<file path="config.mk">
export PLATFORM = sky130hd
export DESIGN_NAME = dual_priority_dedup_event_queue_unit
export DESIGN_NICKNAME = d
export VERILOG_FILES = /design/src/rtl/core/dpdq_pkg.sv /design/src/rtl/core/dual_priority_dedup_event_queue_unit.sv /design/src/rtl/core/dpdq_cell.sv /design/src/rtl/core/dpdq_queue.sv
export SDC_FILE = /design/constraint.sdc
export NUM_CORES = 1
export LEC_CHECK = 0
export BUFFER_PORTS_ARGS = -buffer_cell sky130_fd_sc_hd__buf_2
export CAP_MARGIN = 20
export CORE_UTILIZATION = 37
export DETAILED_ROUTE_END_ITERATION = 10
export PLACE_DENSITY_LB_ADDON = 0.15
export SYNTH_ARGS = -nofsm -noshare
export SYNTH_HDL_FRONTEND = slang
export SYNTH_SLANG_ARGS = --single-unit
export TNS_END_PERCENT = 30
</file>
<file path="constraint.sdc">
create_clock -name clk -period 12.75 [get_ports clk]
set_clock_uncertainty 0.15 [all_clocks]
set_input_delay 2.55 -clock clk [delete_from_list [all_inputs] [get_ports clk]]
set_output_delay 2.55 -clock clk [all_outputs]
set_load 0.05 [all_outputs]
</file>
<file path="src/rtl/core/dpdq_pkg.sv">
package dpdq_pkg;

    localparam int ID_W = 16;

    typedef enum logic [1:0] {
        CMD_ENQ_CRIT  = 2'd0,
        CMD_ENQ_OVF   = 2'd1,
        CMD_SELECT    = 2'd2,
        CMD_CLEAR_OVF = 2'd3
    } cmd_t;

    typedef enum logic [2:0] {
        ST_OK    = 3'd0,
        ST_FULL  = 3'd1,
        ST_DUP   = 3'd2,
        ST_EMPTY = 3'd3,
        ST_BUSY  = 3'd4
    } status_t;

    // Request from the command decoder to one queue.
    typedef struct packed {
        logic push;
        logic pop;
    } q_ctrl_t;

    // Condition of one queue as seen by the decoder.
    typedef struct packed {
        logic            full;
        logic            empty;
        logic            dup;
        logic [ID_W-1:0] head;
    } q_stat_t;

endpackage

</file>
<file path="src/rtl/core/dual_priority_dedup_event_queue_unit.sv">
// Dual priority deduplicating event queue.
//
// Input channel (in_valid/in_ready) carries one request: command, evt_id
// and poll_busy. Output channel (out_valid/out_ready) returns one result per
// request: status, event_valid, selected_id and critical_active.
//
// Each queue is a row of QUEUE_DEPTH cells with the head in cell 0. Every
// cell compares its entry with the incoming ID in parallel, and on a pop
// every cell but the tail takes its right neighbor's entry, so a request
// is decoded and applied against the live cell contents.
// The result is registered and appears in the cycle after acceptance.
// One request per cycle is accepted while the receiver takes each result.
//
// A stalled receiver holds the result in the output register; a new request
// is accepted in the same cycle the pending result is taken.
// Reset empties both queues, clears the critical-active flag and drops any
// pending result. Cell contents are not cleared.
module dual_priority_dedup_event_queue_unit #(
    parameter int QUEUE_DEPTH = 16
) (
    input  logic                      clk,
    input  logic                      rst_n,
    input  logic                      in_valid,
    output logic                      in_ready,
    input  logic [1:0]                command,
    input  logic [dpdq_pkg::ID_W-1:0] evt_id,
    input  logic                      poll_busy,
    output logic                      out_valid,
    input  logic                      out_ready,
    output logic [2:0]                status,
    output logic                      event_valid,
    output logic [dpdq_pkg::ID_W-1:0] selected_id,
    output logic                      critical_active
);

    dpdq_pkg::q_ctrl_t crit_ctrl;
    dpdq_pkg::q_ctrl_t ovf_ctrl;
    dpdq_pkg::q_stat_t crit_stat;
    dpdq_pkg::q_stat_t ovf_stat;

    logic                      fire;
    logic                      out_valid_reg;
    logic                      out_valid_next;
    logic                      flag_reg;
    logic                      flag_next;
    dpdq_pkg::status_t         status_reg;
    dpdq_pkg::status_t         status_next;
    logic                      event_valid_reg;
    logic                      event_valid_next;
    logic [dpdq_pkg::ID_W-1:0] selected_id_reg;
    logic [dpdq_pkg::ID_W-1:0] selected_id_next;

    assign in_ready = !out_valid_reg || out_ready;
    assign fire     = in_valid && in_ready;

    dpdq_queue #(.DEPTH(QUEUE_DEPTH)) u_crit (
        .clk   (clk),
        .rst_n (rst_n),
        .ctrl  (crit_ctrl),
        .id    (evt_id),
        .stat  (crit_stat)
    );

    dpdq_queue #(.DEPTH(QUEUE_DEPTH)) u_ovf (
        .clk   (clk),
        .rst_n (rst_n),
        .ctrl  (ovf_ctrl),
        .id    (evt_id),
        .stat  (ovf_stat)
    );

    always_comb
    begin
        crit_ctrl        = '0;
        ovf_ctrl         = '0;
        flag_next        = flag_reg;
        status_next      = dpdq_pkg::ST_OK;
        event_valid_next = 1'b0;
        selected_id_next = '0;
        case (dpdq_pkg::cmd_t'(command))
            dpdq_pkg::CMD_ENQ_CRIT:
            begin
                if (crit_stat.full)
                begin
                    status_next = dpdq_pkg::ST_FULL;
                end
                else if (crit_stat.dup)
                begin
                    status_next = dpdq_pkg::ST_DUP;
                end
                else
                begin
                    crit_ctrl.push = fire;
                end
            end
            dpdq_pkg::CMD_ENQ_OVF:
            begin
                if (ovf_stat.full)
                begin
                    status_next = dpdq_pkg::ST_FULL;
                end
                else if (ovf_stat.dup)
                begin
                    status_next = dpdq_pkg::ST_DUP;
                end
                else
                begin
                    ovf_ctrl.push = fire;
                end
            end
            dpdq_pkg::CMD_SELECT:
            begin
                if (poll_busy)
                begin
                    status_next = dpdq_pkg::ST_BUSY;
                end
                else if (crit_stat.empty && ovf_stat.empty)
                begin
                    flag_next   = 1'b0;
                    status_next = dpdq_pkg::ST_EMPTY;
                end
                else
                begin
                    // Overflow head reported but kept; else critical head popped.
                    if (!ovf_stat.empty)
                    begin
                        selected_id_next = ovf_stat.head;
                    end
                    else
                    begin
                        selected_id_next = crit_stat.head;
                        crit_ctrl.pop    = fire;
                    end
                    flag_next        = 1'b1;
                    event_valid_next = 1'b1;
                end
            end
            dpdq_pkg::CMD_CLEAR_OVF:
            begin
                if (ovf_stat.empty)
                begin
                    status_next = dpdq_pkg::ST_EMPTY;
                end
                else
                begin
                    ovf_ctrl.pop = fire;
                end
            end
            default:
            begin
                status_next = dpdq_pkg::ST_OK;
            end
        endcase
    end

    always_comb
    begin
        out_valid_next = out_valid_reg;
        if (fire)
        begin
            out_valid_next = 1'b1;
        end
        else if (out_ready)
        begin
            out_valid_next = 1'b0;
        end
    end

    always_ff @(posedge clk or negedge rst_n)
    begin
        if (!rst_n)
        begin
            out_valid_reg <= 1'b0;
            flag_reg      <= 1'b0;
        end
        else
        begin
            out_valid_reg <= out_valid_next;
            if (fire)
            begin
                flag_reg <= flag_next;
            end
        end
    end

    always_ff @(posedge clk)
    begin
        if (fire)
        begin
            status_reg      <= status_next;
            event_valid_reg <= event_valid_next;
            selected_id_reg <= selected_id_next;
        end
    end

    assign out_valid       = out_valid_reg;
    assign status          = status_reg;
    assign event_valid     = event_valid_reg;
    assign selected_id     = selected_id_reg;
    assign critical_active = flag_reg;

`ifndef ASSERT_OFF
    a_event_ok: assert property (@(posedge clk) disable iff (!rst_n)
        (out_valid && event_valid) |-> (status == dpdq_pkg::ST_OK))
        else $error("selected event reported with non-ok status");

    a_no_event_zero_id: assert property (@(posedge clk) disable iff (!rst_n)
        (out_valid && !event_valid) |-> (selected_id == '0))
        else $error("selected_id nonzero without event");

    a_event_sets_flag: assert property (@(posedge clk) disable iff (!rst_n)
        (out_valid && event_valid) |-> critical_active)
        else $error("selected event without critical-active flag");

    a_empty_clears_flag: assert property (@(posedge clk) disable iff (!rst_n)
        (fire && command == dpdq_pkg::CMD_SELECT && !poll_busy
            && crit_stat.empty && ovf_stat.empty) |=> !critical_active)
        else $error("flag not cleared on select with both queues empty");
`endif

endmodule

</file>
<file path="src/rtl/core/dpdq_cell.sv">
module dpdq_cell (
    input  logic                      clk,
    input  logic                      load,
    input  logic                      shift,
    input  logic [dpdq_pkg::ID_W-1:0] load_data,
    input  logic [dpdq_pkg::ID_W-1:0] shift_data,
    input  logic [dpdq_pkg::ID_W-1:0] probe_id,
    output logic [dpdq_pkg::ID_W-1:0] data,
    output logic                      match
);

    logic [dpdq_pkg::ID_W-1:0] data_reg;
    logic [dpdq_pkg::ID_W-1:0] data_next;

    always_comb
    begin
        data_next = data_reg;
        if (load)
        begin
            data_next = load_data;
        end
        else if (shift)
        begin
            data_next = shift_data;
        end
    end

    always_ff @(posedge clk)
    begin
        data_reg <= data_next;
    end

    assign data  = data_reg;
    assign match = (data_reg == probe_id);

endmodule

</file>
<file path="src/rtl/core/dpdq_queue.sv">
module dpdq_queue #(
    parameter int DEPTH = 16
) (
    input  logic                      clk,
    input  logic                      rst_n,
    input  dpdq_pkg::q_ctrl_t         ctrl,
    input  logic [dpdq_pkg::ID_W-1:0] id,
    output dpdq_pkg::q_stat_t         stat
);

    localparam int CNT_W = $clog2(DEPTH + 1);

    logic [CNT_W-1:0]          count_reg;
    logic [CNT_W-1:0]          count_next;
    logic [dpdq_pkg::ID_W-1:0] cell_data [DEPTH];
    logic [DEPTH-1:0]          cell_match;
    logic [DEPTH-1:0]          cell_live;

    genvar i;
    generate
        for (i = 0; i < DEPTH; i++)
        begin : g_cell
            logic [dpdq_pkg::ID_W-1:0] right_data;

            // The tail cell has no right neighbor; its content after a pop is dead.
            if (i + 1 < DEPTH)
            begin : g_mid
                assign right_data = cell_data[i+1];
            end
            else
            begin : g_tail
                assign right_data = cell_data[i];
            end

            assign cell_live[i] = (count_reg > CNT_W'(i));

            dpdq_cell u_cell (
                .clk        (clk),
                .load       (ctrl.push && (count_reg == CNT_W'(i))),
                .shift      (ctrl.pop),
                .load_data  (id),
                .shift_data (right_data),
                .probe_id   (id),
                .data       (cell_data[i]),
                .match      (cell_match[i])
            );
        end
    endgenerate

    always_comb
    begin
        count_next = count_reg;
        if (ctrl.push)
        begin
            count_next = count_reg + CNT_W'(1);
        end
        else if (ctrl.pop)
        begin
            count_next = count_reg - CNT_W'(1);
        end
    end

    always_ff @(posedge clk or negedge rst_n)
    begin
        if (!rst_n)
        begin
            count_reg <= '0;
        end
        else
        begin
            count_reg <= count_next;
        end
    end

    assign stat.full  = (count_reg == CNT_W'(DEPTH));
    assign stat.empty = (count_reg == '0);
    assign stat.dup   = |(cell_match & cell_live);
    assign stat.head  = cell_data[0];

endmodule

</file>
; After elaboration in Yosys (flattened, before gate mapping)
; Cells that the tools add are included.
[op_classes]
n_bitwise = 4
eq_ne = 67
magnitude_cmp = 32
n_reduce_logical = 77
n_mux = 88
n_addsub = 4
[ops]
columns = cell, count
row1 = $mux W16, 61
row2 = $eq A16 B16 Y1, 32
row3 = $eq A5 B4 Y1 const B, 16
row4 = $gt A5 B4 Y1 const B, 16
row5 = $reduce_bool A2 Y1, 33
row6 = $eq A5 B3 Y1 const B, 8
row7 = $gt A5 B3 Y1 const B, 8
row8 = $logic_and A1 B1 Y1, 34
row9 = $and A16 B16 Y16, 2
row10 = $reduce_or A16 Y1, 2
row11 = $eq A5 B2 Y1 const B, 4
row12 = $gt A5 B1 Y1 const B, 4
row13 = $gt A5 B2 Y1 const B, 4
row14 = $mux W5, 4
row15 = $mux W1, 15
row16 = $pmux W3 S4, 1
row17 = $add A5 B1 Y5 const B, 2
row18 = $eq A5 B1 Y1 const B, 2
row19 = $eq A5 B5 Y1 const B, 2
row20 = $logic_not A5 Y1, 2
row21 = $sub A5 B1 Y5 const B, 2
row22 = $mux W3, 3
row23 = $mux W2, 4
row24 = $eq A2 B2 Y1 const B, 2
row25 = other kinds (8), 9
[totals]
output_inout_bits = 23
regBits = 544

; Depth between registers and ports, before layout
; Gate-level depths: netlist of run 1.
[depth]
depth_word = 9
ltp_mapped = 15
mapped_depth_nobuf = 10

; Modules after synthesis
; A second synthesis of run 1 with hierarchy kept.
[unflattened]
hier_cells = 2080
area_unflattened_um2 = 31690.4
[modules_own_cells]
columns = module, cells_per_inst, area_per_inst_um2, instances
row1 = dpdq_cell, 56, 909.6, 32
row2 = dual_priority_dedup_event_queue_unit, 87, 1097.3, 1
row3 = dpdq_queue at u_ovf, 105, 782.0, 1
row4 = dpdq_queue at u_crit, 96, 703.2, 1

; Worst setup path after synthesis of run 1
; Ideal clock, no wire load.
[synth_timing]
kind = input to register
start = input out_ready
end = register u_crit.g_cell[0].u_cell.data_reg, in the netlist u_crit.g_cell[0].u_cell.data[0] (enable)
path_buffers = 1
arrival_ns = 5.647
stages = 6
setup_slack_ns = 6.542
required_ns = 12.189
path_cell_list = nand2b_1 > nand2_1 > nor4_1 > clkbuf_1 > nand2_1 > o21ai_0
[synth_between]
elab_chain_cells = 7
word_cells_on_any_way = 11
cone_classes = mux (7) / reduce/logical (4)
[synth_rtl]
columns = element, line
row1 = "start, declared", dual_priority_dedup_event_queue_unit.sv:29  ; input logic out_ready,
row2 = $logic_or A1 B1 Y1 (*), dual_priority_dedup_event_queue_unit.sv:53  ; assign in_ready = !out_valid_reg || out_ready;
row3 = $logic_and A1 B1 Y1 (*), dual_priority_dedup_event_queue_unit.sv:54  ; assign fire = in_valid && in_ready;
row4 = $mux W1 (on tied branches), "dual_priority_dedup_event_queue_unit.sv:125, dual_priority_dedup_event_queue_unit.sv:87"
row5 = $mux W1 (on tied branches), "dual_priority_dedup_event_queue_unit.sv:117, dual_priority_dedup_event_queue_unit.sv:83"
row6 = $mux W1 (on tied branches), "dual_priority_dedup_event_queue_unit.sv:113, dual_priority_dedup_event_queue_unit.sv:80"
row7 = $mux W1 / $logic_and A1 B1 Y1 (equally long branches), "dual_priority_dedup_event_queue_unit.sv:80, dpdq_queue.sv:39"
row8 = $reduce_bool A2 Y1 (no source line) (*), --
row9 = "end signal, assigned", dpdq_cell.sv:30  ; data_reg <= data_next;
row10 = "end, declared", dpdq_cell.sv:12  ; logic [dpdq_pkg::ID_W-1:0] data_reg;
; Mark *: on every way between the ends. The rest lies on a longest branch, timed or not.
; A chain may end at the register's enable or synchronous reset.

; Worst setup path in the final report of run 1
[layout_timing]
start = input evt_id[14] (netlist name)
end = register u_crit.g_cell[4].u_cell.data_reg, in the netlist u_crit.g_cell[4].u_cell.data[11] (enable)
[layout_between]
elab_chain_cells = 8
word_cells_on_any_way = 23
cone_classes = eq/ne (16) / mux (3) / bitwise (1) / reduce/logical (3)
[layout_rtl]
columns = element, line
row1 = "start, declared", dual_priority_dedup_event_queue_unit.sv:26  ; input logic [dpdq_pkg::ID_W-1:0] evt_id,
row2 = $eq A16 B16 Y1, dpdq_cell.sv:34  ; assign match = (data_reg == probe_id);
row3 = $and A16 B16 Y16 (*), dpdq_queue.sv:77  ; assign stat.dup = |(cell_match & cell_live);
row4 = $reduce_or A16 Y1 (*), dpdq_queue.sv:77
row5 = $mux W1 (*), dual_priority_dedup_event_queue_unit.sv:87  ; else if (crit_stat.dup)
row6 = $mux W1 (*), dual_priority_dedup_event_queue_unit.sv:83  ; if (crit_stat.full)
row7 = $mux W1 (*), dual_priority_dedup_event_queue_unit.sv:80  ; case (dpdq_pkg::cmd_t'(command))
row8 = $logic_and A1 B1 Y1 (*), dpdq_queue.sv:39  ; .load (ctrl.push && (count_reg == CNT_W'(i))),
row9 = $reduce_bool A2 Y1 (no source line) (*), --
row10 = "end signal, assigned", dpdq_cell.sv:30
row11 = "end, declared", dpdq_cell.sv:12
; Marks and branches as above.

==> results.txt, run 1 <==
Layout cells sized above 1 -> 30.8%
Clock Pin Slew Worst Setup and Hold Paths -> 60 ps
Die Wd -> 287 um
Setup CP Type -> input port to flip-flop
Mapped Area -> 0.0301 mm^2
Gp weighted congestion -> 0.819
Largest net degree at the start of global routing -> 46
RSZ-0062 raised after global routing -> no
Ports -> 46
Via density -> 5.30
Vias in the first global route -> 18000
HPWL after detailed placement -> 53700 um
Routed wire per std cell -> 24.7 um
Core area -> 0.0804 mm^2
Flops & latches, synth -> 544
Most frequently used flop master after synthesis -> edfxtp_1
Setup Slack @ Placement -> 4730 ps
Crit path from -> evt_id[14]
Slowest CP cell -> nand2_1
Final setup vio count -> 0
Clock Latency Late Sink -> 640 ps
Area growth syn-to-layout -> 9.52%
Non-filler cells, final -> 3261
Num rows -> 104
First-pass iteration count of the detailed router -> 5
Total power -> 4.32 mW
Post-route antenna net violation count -> 0
Cell mode on critical path -> buf_4
Die height -> 287 um
CTS Sinks -> 544
Global-route usage over all layers -> 19.5%
Synth Net Count -> 2221
Sequential area share after synthesis -> 54.1%
Crit path cell chain -> buf_4 -> buf_4 -> xor2_1 -> nor4_1 -> nand3_1 -> o22ai_1 -> or4_1 -> nor3_1 -> buf_4 -> nand4_1 -> nand2_1
WL final -> 80400 um
Post-cts sizing count -> 0
Final-stage net count -> 2186
Setup Buffers After CTS -> 0
Die ar. -> 0.0824 mm^2
Ys Warns -> 0
Reg2Reg Depth -> 9
Max Buffers Root-to-Sink -> 3
Status -> completed
Hold crit path type -> flip-flop to flip-flop
PortBufs -> 45
TritonCTS clock tree -> built
Worst EP required -> 12870 ps
Max incr delay on CP -> 970 ps
EDFF count, synth -> 532
Max_slew headroom -> 31.5%
First-pass GRT wire length -> 121000 um
Pwr Density -> 131 mW/mm^2
1st-iter DRT viols -> 1308
Final Critical Period -> 7400 ps
Netlist cell types -> 61
Leakage -> 10.8 nW
Critical path launch point type -> input port
Worst R2R Start -> u_crit.count_reg[4]
Util after Layout -> 40.9%
CP top delay family -> simple AND/OR/NAND/NOR gates
Initial Util -> 37.4%
Final period utilization -> 58.0%
Total of max-cap violations -> 0
Highest Clock Rate -> 135 MHz
Vias -> 17300
Gr ovfl total -> 0
Ys async rst share -> 2.21%
CP max FO -> 36
Fillcell total -> 7499
Peak supply drop -> 0.109 mV
CTS Hold Bufs -> 0
Slew @ Worst Pin -> 1030 ps
Initial antenna violation count -> 1
Max Transition Viols Final -> 0
Critical R2R Capture -> u_crit.g_cell[4].u_cell.data[11]
H-tree level count -> 2
Hold path depth -> 2
Num CTS Buffers -> 61
Avg Inst Size Synth -> 13.7 um^2
Setup TNS -> 0 ps
Critical Path End Type -> flip-flop
Worst setup margin -> 5350 ps
Hold path endpoint -> critical_active
Worst path buffer plus inverter count -> 3
R2R Setup Slk -> 7420 ps
Hold path start -> critical_active
Count of final hold-check violations -> 0
Ant diodes -> 0
Clock root cell -> clkbuf_16
Mapped Cells -> 2187
Post-Place Cells -> 3148
DRC violations left -> 0
Crit path DAT -> 7520 ps
==> worst max-delay path by stage <==
| stage | end | slack, ps | cells past startpoint |
|---|---|---|---|
| finish | u_crit.g_cell[4].u_cell.data[11] | 5350 | 11 |
| global route | u_crit.g_cell[4].u_cell.data[4] | 5090 | 11 |
| CTS | u_crit.g_cell[4].u_cell.data[14] | 5400 | 11 |
| detailed placement | u_crit.g_cell[4].u_cell.data[14] | 4730 | 11 |
| global placement | u_crit.g_cell[14].u_cell.data[13] | 4560 | 11 |
| floorplan | u_crit.g_cell[0].u_cell.data[0] | 6540 | 6 |
==> power by group <==
group	switching (mW)	internal, mW
sequential	0.0863	2.00
combinational	0.308	0.161
clock	0.733	1.02
==> cells in the mapped netlist, types with 10 or more instances <==
cell type	number	area, um^2
nor3_1	21	105
buf_2	47	235
xnor2_1	255	2230
buf_4	45	338
mux2_2	471	5300
dfrtp_1	12	300
buf_6	12	135
nand3_1	16	80.1
inv_1	10	37.5
o21ai_0	17	85.1
nor2_1	24	90.1
clkbuf_1	67	251
nand2_1	72	270
edfxtp_1	532	16000
ha_1	11	138
nand4_1	79	494
nor4_1	72	450
nand2b_1	18	113
xor2_1	264	2310
a21oi_1	34	170
==> final cells by class <==
class,count,area (um^2),share of cell area (%)
flip-flops and latches,544,16300,49.4
multi-input cells,1457,12800,38.8
clock buffers,72,1590,4.83
well taps,1060,1330,4.03
repair buffers,78,528,1.60
clock inverters,40,379,1.15
inverters,10,37.5,0.114
==> kinds of logic after synthesis <==
family	share of synthesized area [%]
AOI/OAI and AO/OA	1.66
adders and majority gates	0.458
buffers and inverters	3.38
muxes	18.1
DFF	54.1
and+or+nand+nor	7.11
xor gates and xnor gates	15.1
==> per-layer routing <==
metal | GRT usage (%) | vias up | wire length, um
met2 | 30.5 | 403 | 36400
met1 | 28.5 | 8815 | 39000
met5 | 0 | - | 11
met4 | 4.19 | 2 | 1320
met3 | 2.71 | 86 | 3660
li1 | - | 7993 | -
==> worst register-to-register path: stages (launching register included) <==
cell and delay [ps]:
dfrtp_1 570, nor2_1 540, nand2_1 210, nand2_1 110, o22ai_1 110, or4_1 550
nor3_1 700, buf_4 270, nand4_1 750, nand2_1 980
==> stage by stage <==
| stage | hold WS (ps) | instance area [um^2] |
|---|---|---|
| after floorplan | 422 | 30100 |
| after global placement | 334 | 30900 |
| after detailed placement | 343 | 30900 |
| after CTS | 357 | 32900 |
| after global routing | 396 | 32900 |
| final | 347 | 32900 |
==> cells in the final DEF (no fill, tap or decap), types with 34 or more instances in the layout <==
cell type,count
a21oi_1,34
xnor2_1,255
xor2_1,264
mux2_2,471
nand2_1,72
nor4_1,71
clkbuf_16,62
buf_4,47
nand4_1,79
edfxtp_1,532
Note: power is estimated with default switching activity, not from simulation.
==> run 2, diff against run 1 <==
--- a/config.mk
+++ b/config.mk
@@ -5,6 +5,7 @@
 export SDC_FILE = /design/constraint.sdc
 export NUM_CORES = 1
 export LEC_CHECK = 0
+export ABC_AREA = 1
 export BUFFER_PORTS_ARGS = -buffer_cell sky130_fd_sc_hd__buf_2
 export CAP_MARGIN = 20
 export CORE_UTILIZATION = 37
==> constraint.sdc (replaced) <==
create_clock -name clk -period 7.7 [get_ports clk]
set_clock_uncertainty 0.15 [all_clocks]
set_input_delay 1.54 -clock clk [delete_from_list [all_inputs] [get_ports clk]]
set_output_delay 1.54 -clock clk [all_outputs]
set_load 0.05 [all_outputs]
==> run 2 against run 1 <==
Register-to-register slack worse by 4900 ps; design area up 12%; worst setup slack worse by 3200 ps; routed wire length up 40%; synthesized cell count up 110%; via count up 64%; total power up 91%; combinational power rose to 3.4 times the previous value; hold slack better by 30 ps; highest routed layer is now met4.
==> results.txt, run 2 <==
Top cell type's share of synthesized area -> 47.2%
1st-iter DRT viols -> 3061
Mapped Area -> 0.0338 mm^2
Total of max-cap violations -> 0
Ys async rst share -> 2.21%
PortBufs -> 45
Area growth syn-to-layout -> 8.85%
Clock Latency Late Sink -> 610 ps
Setup Slack @ Placement -> 1510 ps
Register share of total power -> 43.1%
Status -> completed
Non-filler cells, final -> 5630
Post-cts sizing count -> 0
HPWL after detailed placement -> 75300 um
Synth cell count leaders -> nand2_1, edfxtp_1, inv_1
Core area -> 0.0903 mm^2
Largest family of logic cells by synthesized area -> simple AND/OR/NAND/NOR gates
Synth area leaders -> edfxtp_1, nand2_1, inv_1
Pwr Density -> 224 mW/mm^2
Placed inst area -> 0.0347 mm^2
Clock root cell -> clkbuf_16
Mux share of post-synthesis cell area -> 0%
Setup TNS -> 0 ps
Net switching power -> 2.68 mW
Critical path launch point type -> input port
Int Pwr -> 5.56 mW
Num CTS Buffers -> 68
Die ar. -> 0.0926 mm^2
Most common cell after layout, fill and taps aside -> nand2_1
Die height -> 304 um
Total power -> 8.24 mW
Post-synthesis adder-cell area fraction -> 0.407%
H-tree level count -> 3
Synth area leader -> edfxtp_1
Highest Clock Rate -> 181 MHz
Post-route antenna net violation count -> 0
Vias in the first global route -> 26000
Final setup vio count -> 0
Clock power frac -> 37.6%
Worst setup margin -> 2170 ps
Leakage -> 16.5 nW
WL final -> 113000 um
Crit path DAT -> 5570 ps
Max Buffers Root-to-Sink -> 3
TritonCTS clock tree -> built
Initial Util -> 37.5%
Num rows -> 110
Die Wd -> 304 um
Peak supply drop -> 0.128 mV
Setup Buffers After CTS -> 0
WL met2 -> 48800 um
Most common cell in the netlist -> nand2_1
Setup CP Type -> input port to flip-flop
Via density -> 5.05
Post-synthesis compound-gate area fraction -> 4.90%
Flops & latches, synth -> 544
Crit path cell chain -> buf_4 -> clkinv_1 -> buf_4 -> nand2_1 -> o21ai_0 -> nor2_1 -> nand2_1 -> inv_1 -> nand2_1 -> nor2_1 -> nor2_1 -> nand2_1 -> nor2_1 -> nand2_1 -> nor2_4 -> buf_4 -> nand2_1 -> nand2_1
Sw frac -> 32.6%
Routed wire per std cell -> 20.0 um
Gr ovfl total -> 0
Global-route usage over all layers -> 23.9%
Netlist cell types -> 40
Gp weighted congestion -> 0.902
Vias -> 28400
Post-synthesis simple-gate area fraction -> 33.3%
Top Metal Used -> met4
Slowest CP cell -> clkinv_1
Worst hold slack -> 377 ps
Clock Pin Slew Worst Setup and Hold Paths -> 60 ps
Max Transition Viols Final -> 0
Util after Layout -> 40.8%
Final Critical Period -> 5530 ps
Worst EP required -> 7740 ps
XOR/XNOR Fraction of Synth Area -> 4.40%
Layout cells sized above 1 -> 6.22%
Sequential area share after synthesis -> 48.1%
RSZ-0062 raised after global routing -> no
Mapped Cells -> 4487
Synth Net Count -> 4521
Ports -> 46
Slew @ Worst Pin -> 1150 ps
WL met1 -> 51800 um
Max incr delay on CP -> 780 ps
Fillcell total -> 9192
Avg Inst Size Synth -> 7.54 um^2
Most frequently used flop master after synthesis -> edfxtp_1
Initial antenna violation count -> 0
Met3 Routed Length -> 8860 um
First-pass GRT wire length -> 167000 um
Gate power share -> 19.3%
Cell mode on critical path -> nand2_1
Critical Path End Type -> flip-flop
Max_slew headroom -> 23.2%
Final-stage net count -> 4436
CTS Sinks -> 544
Ys Warns -> 0
CP max FO -> 38
Final period utilization -> 71.8%
Hold crit path type -> flip-flop to flip-flop
EDFF count, synth -> 532
Largest net degree at the start of global routing -> 63
DRC violations left -> 0
Post-Place Cells -> 5507
CTS Hold Bufs -> 0
Final instance area -> 0.0368 mm^2
Commonest cells after routing, fill and taps aside -> nand2_1, edfxtp_1, inv_1, nor2_1, nand3_1
Count of final hold-check violations -> 0
First-pass iteration count of the detailed router -> 6
-- run 2: changes by cell type after synthesis, sizes merged, moves of 48 or more --
cell / previous run / this run
nand2: 72 / 1998
xnor2: 255 / 109
nor4: 74 / 1
o21ai: 17 / 292
nand3: 20 / 262
inv: 10 / 413
xor2: 264 / 61
buf: 109 / 177
nand4: 85 / 133
nor2: 31 / 329
mux2: 480 / 0
-- run 2: cell type report --
type / instances / area [um^2] / share of cell area [%]
flip-flops and latches: 544 / 16300 / 44.2
multi-input cells: 3249 / 14600 / 39.5
clock buffers: 82 / 1800 / 4.88
inverters: 422 / 1580 / 4.30
well taps: 1176 / 1470 / 4.00
repair buffers: 117 / 818 / 2.22
clock inverters: 38 / 302 / 0.819
diodes: 2 / 5.00 / 0.0136
-- run 2: cells by family (layout without fill, tap and decap cells) --
logic type | after synthesis | count (layout)
AND/OR/NAND/NOR | 2739 | 2739
buffers and inverters | 694 | 659
other | 0 | 2
flip-flops | 544 | 544
adder cells (fa/ha/maj) | 11 | 11
AO/OA/AOI/OAI | 329 | 329
XOR/XNOR | 170 | 170
-- run 2: path summary, 6_finish.rpt --
path | end | cells past startpoint | slack (ps) | startpoint
setup / recovery | u_ovf.g_cell[9].u_cell.data[10] | 18 | 2170 | evt_id[2]
hold / removal | critical_active | 2 | 380 | critical_active
setup reg to reg | u_ovf.g_cell[12].u_cell.data[6] | 10 | 2550 | u_ovf.count_reg[0]
hold reg to reg | critical_active | 2 | 380 | critical_active
max in group asynchronous | u_ovf.count_reg[1] | 1 | 6290 | rst_n
min in group asynchronous | u_crit.count_reg[0] | 1 | 760 | rst_n
-- run 2: worst max-delay path: cells and delay by family --
family                 cells  cell delay, ps
AO/OA/AOI/OAI              1              70
AND/OR/NAND/NOR           12            1900
buffers and inverters      5            1960
-- run 2: per-layer routing --
layer / up-vias / track usage (%)
met2: 1015 / 36.6
met5: - / 0
met3: 176 / 4.35
met4: 0 / 7.15
met1: 13100 / 34.1
li1: 14200 / -
-- run 2: power groups by stage --
| stage | clock [mW] | sequential, mW | combinational [mW] |
|---|---|---|---|
| after global routing | 3.26 | 3.56 | 1.74 |
| after global placement | 0 | 3.61 | 1.57 |
| final | 3.10 | 3.55 | 1.59 |
| after CTS | 3.16 | 3.54 | 1.57 |
| after detailed placement | 0 | 3.61 | 1.57 |
| after floorplan | 0 | 3.55 | 1.10 |
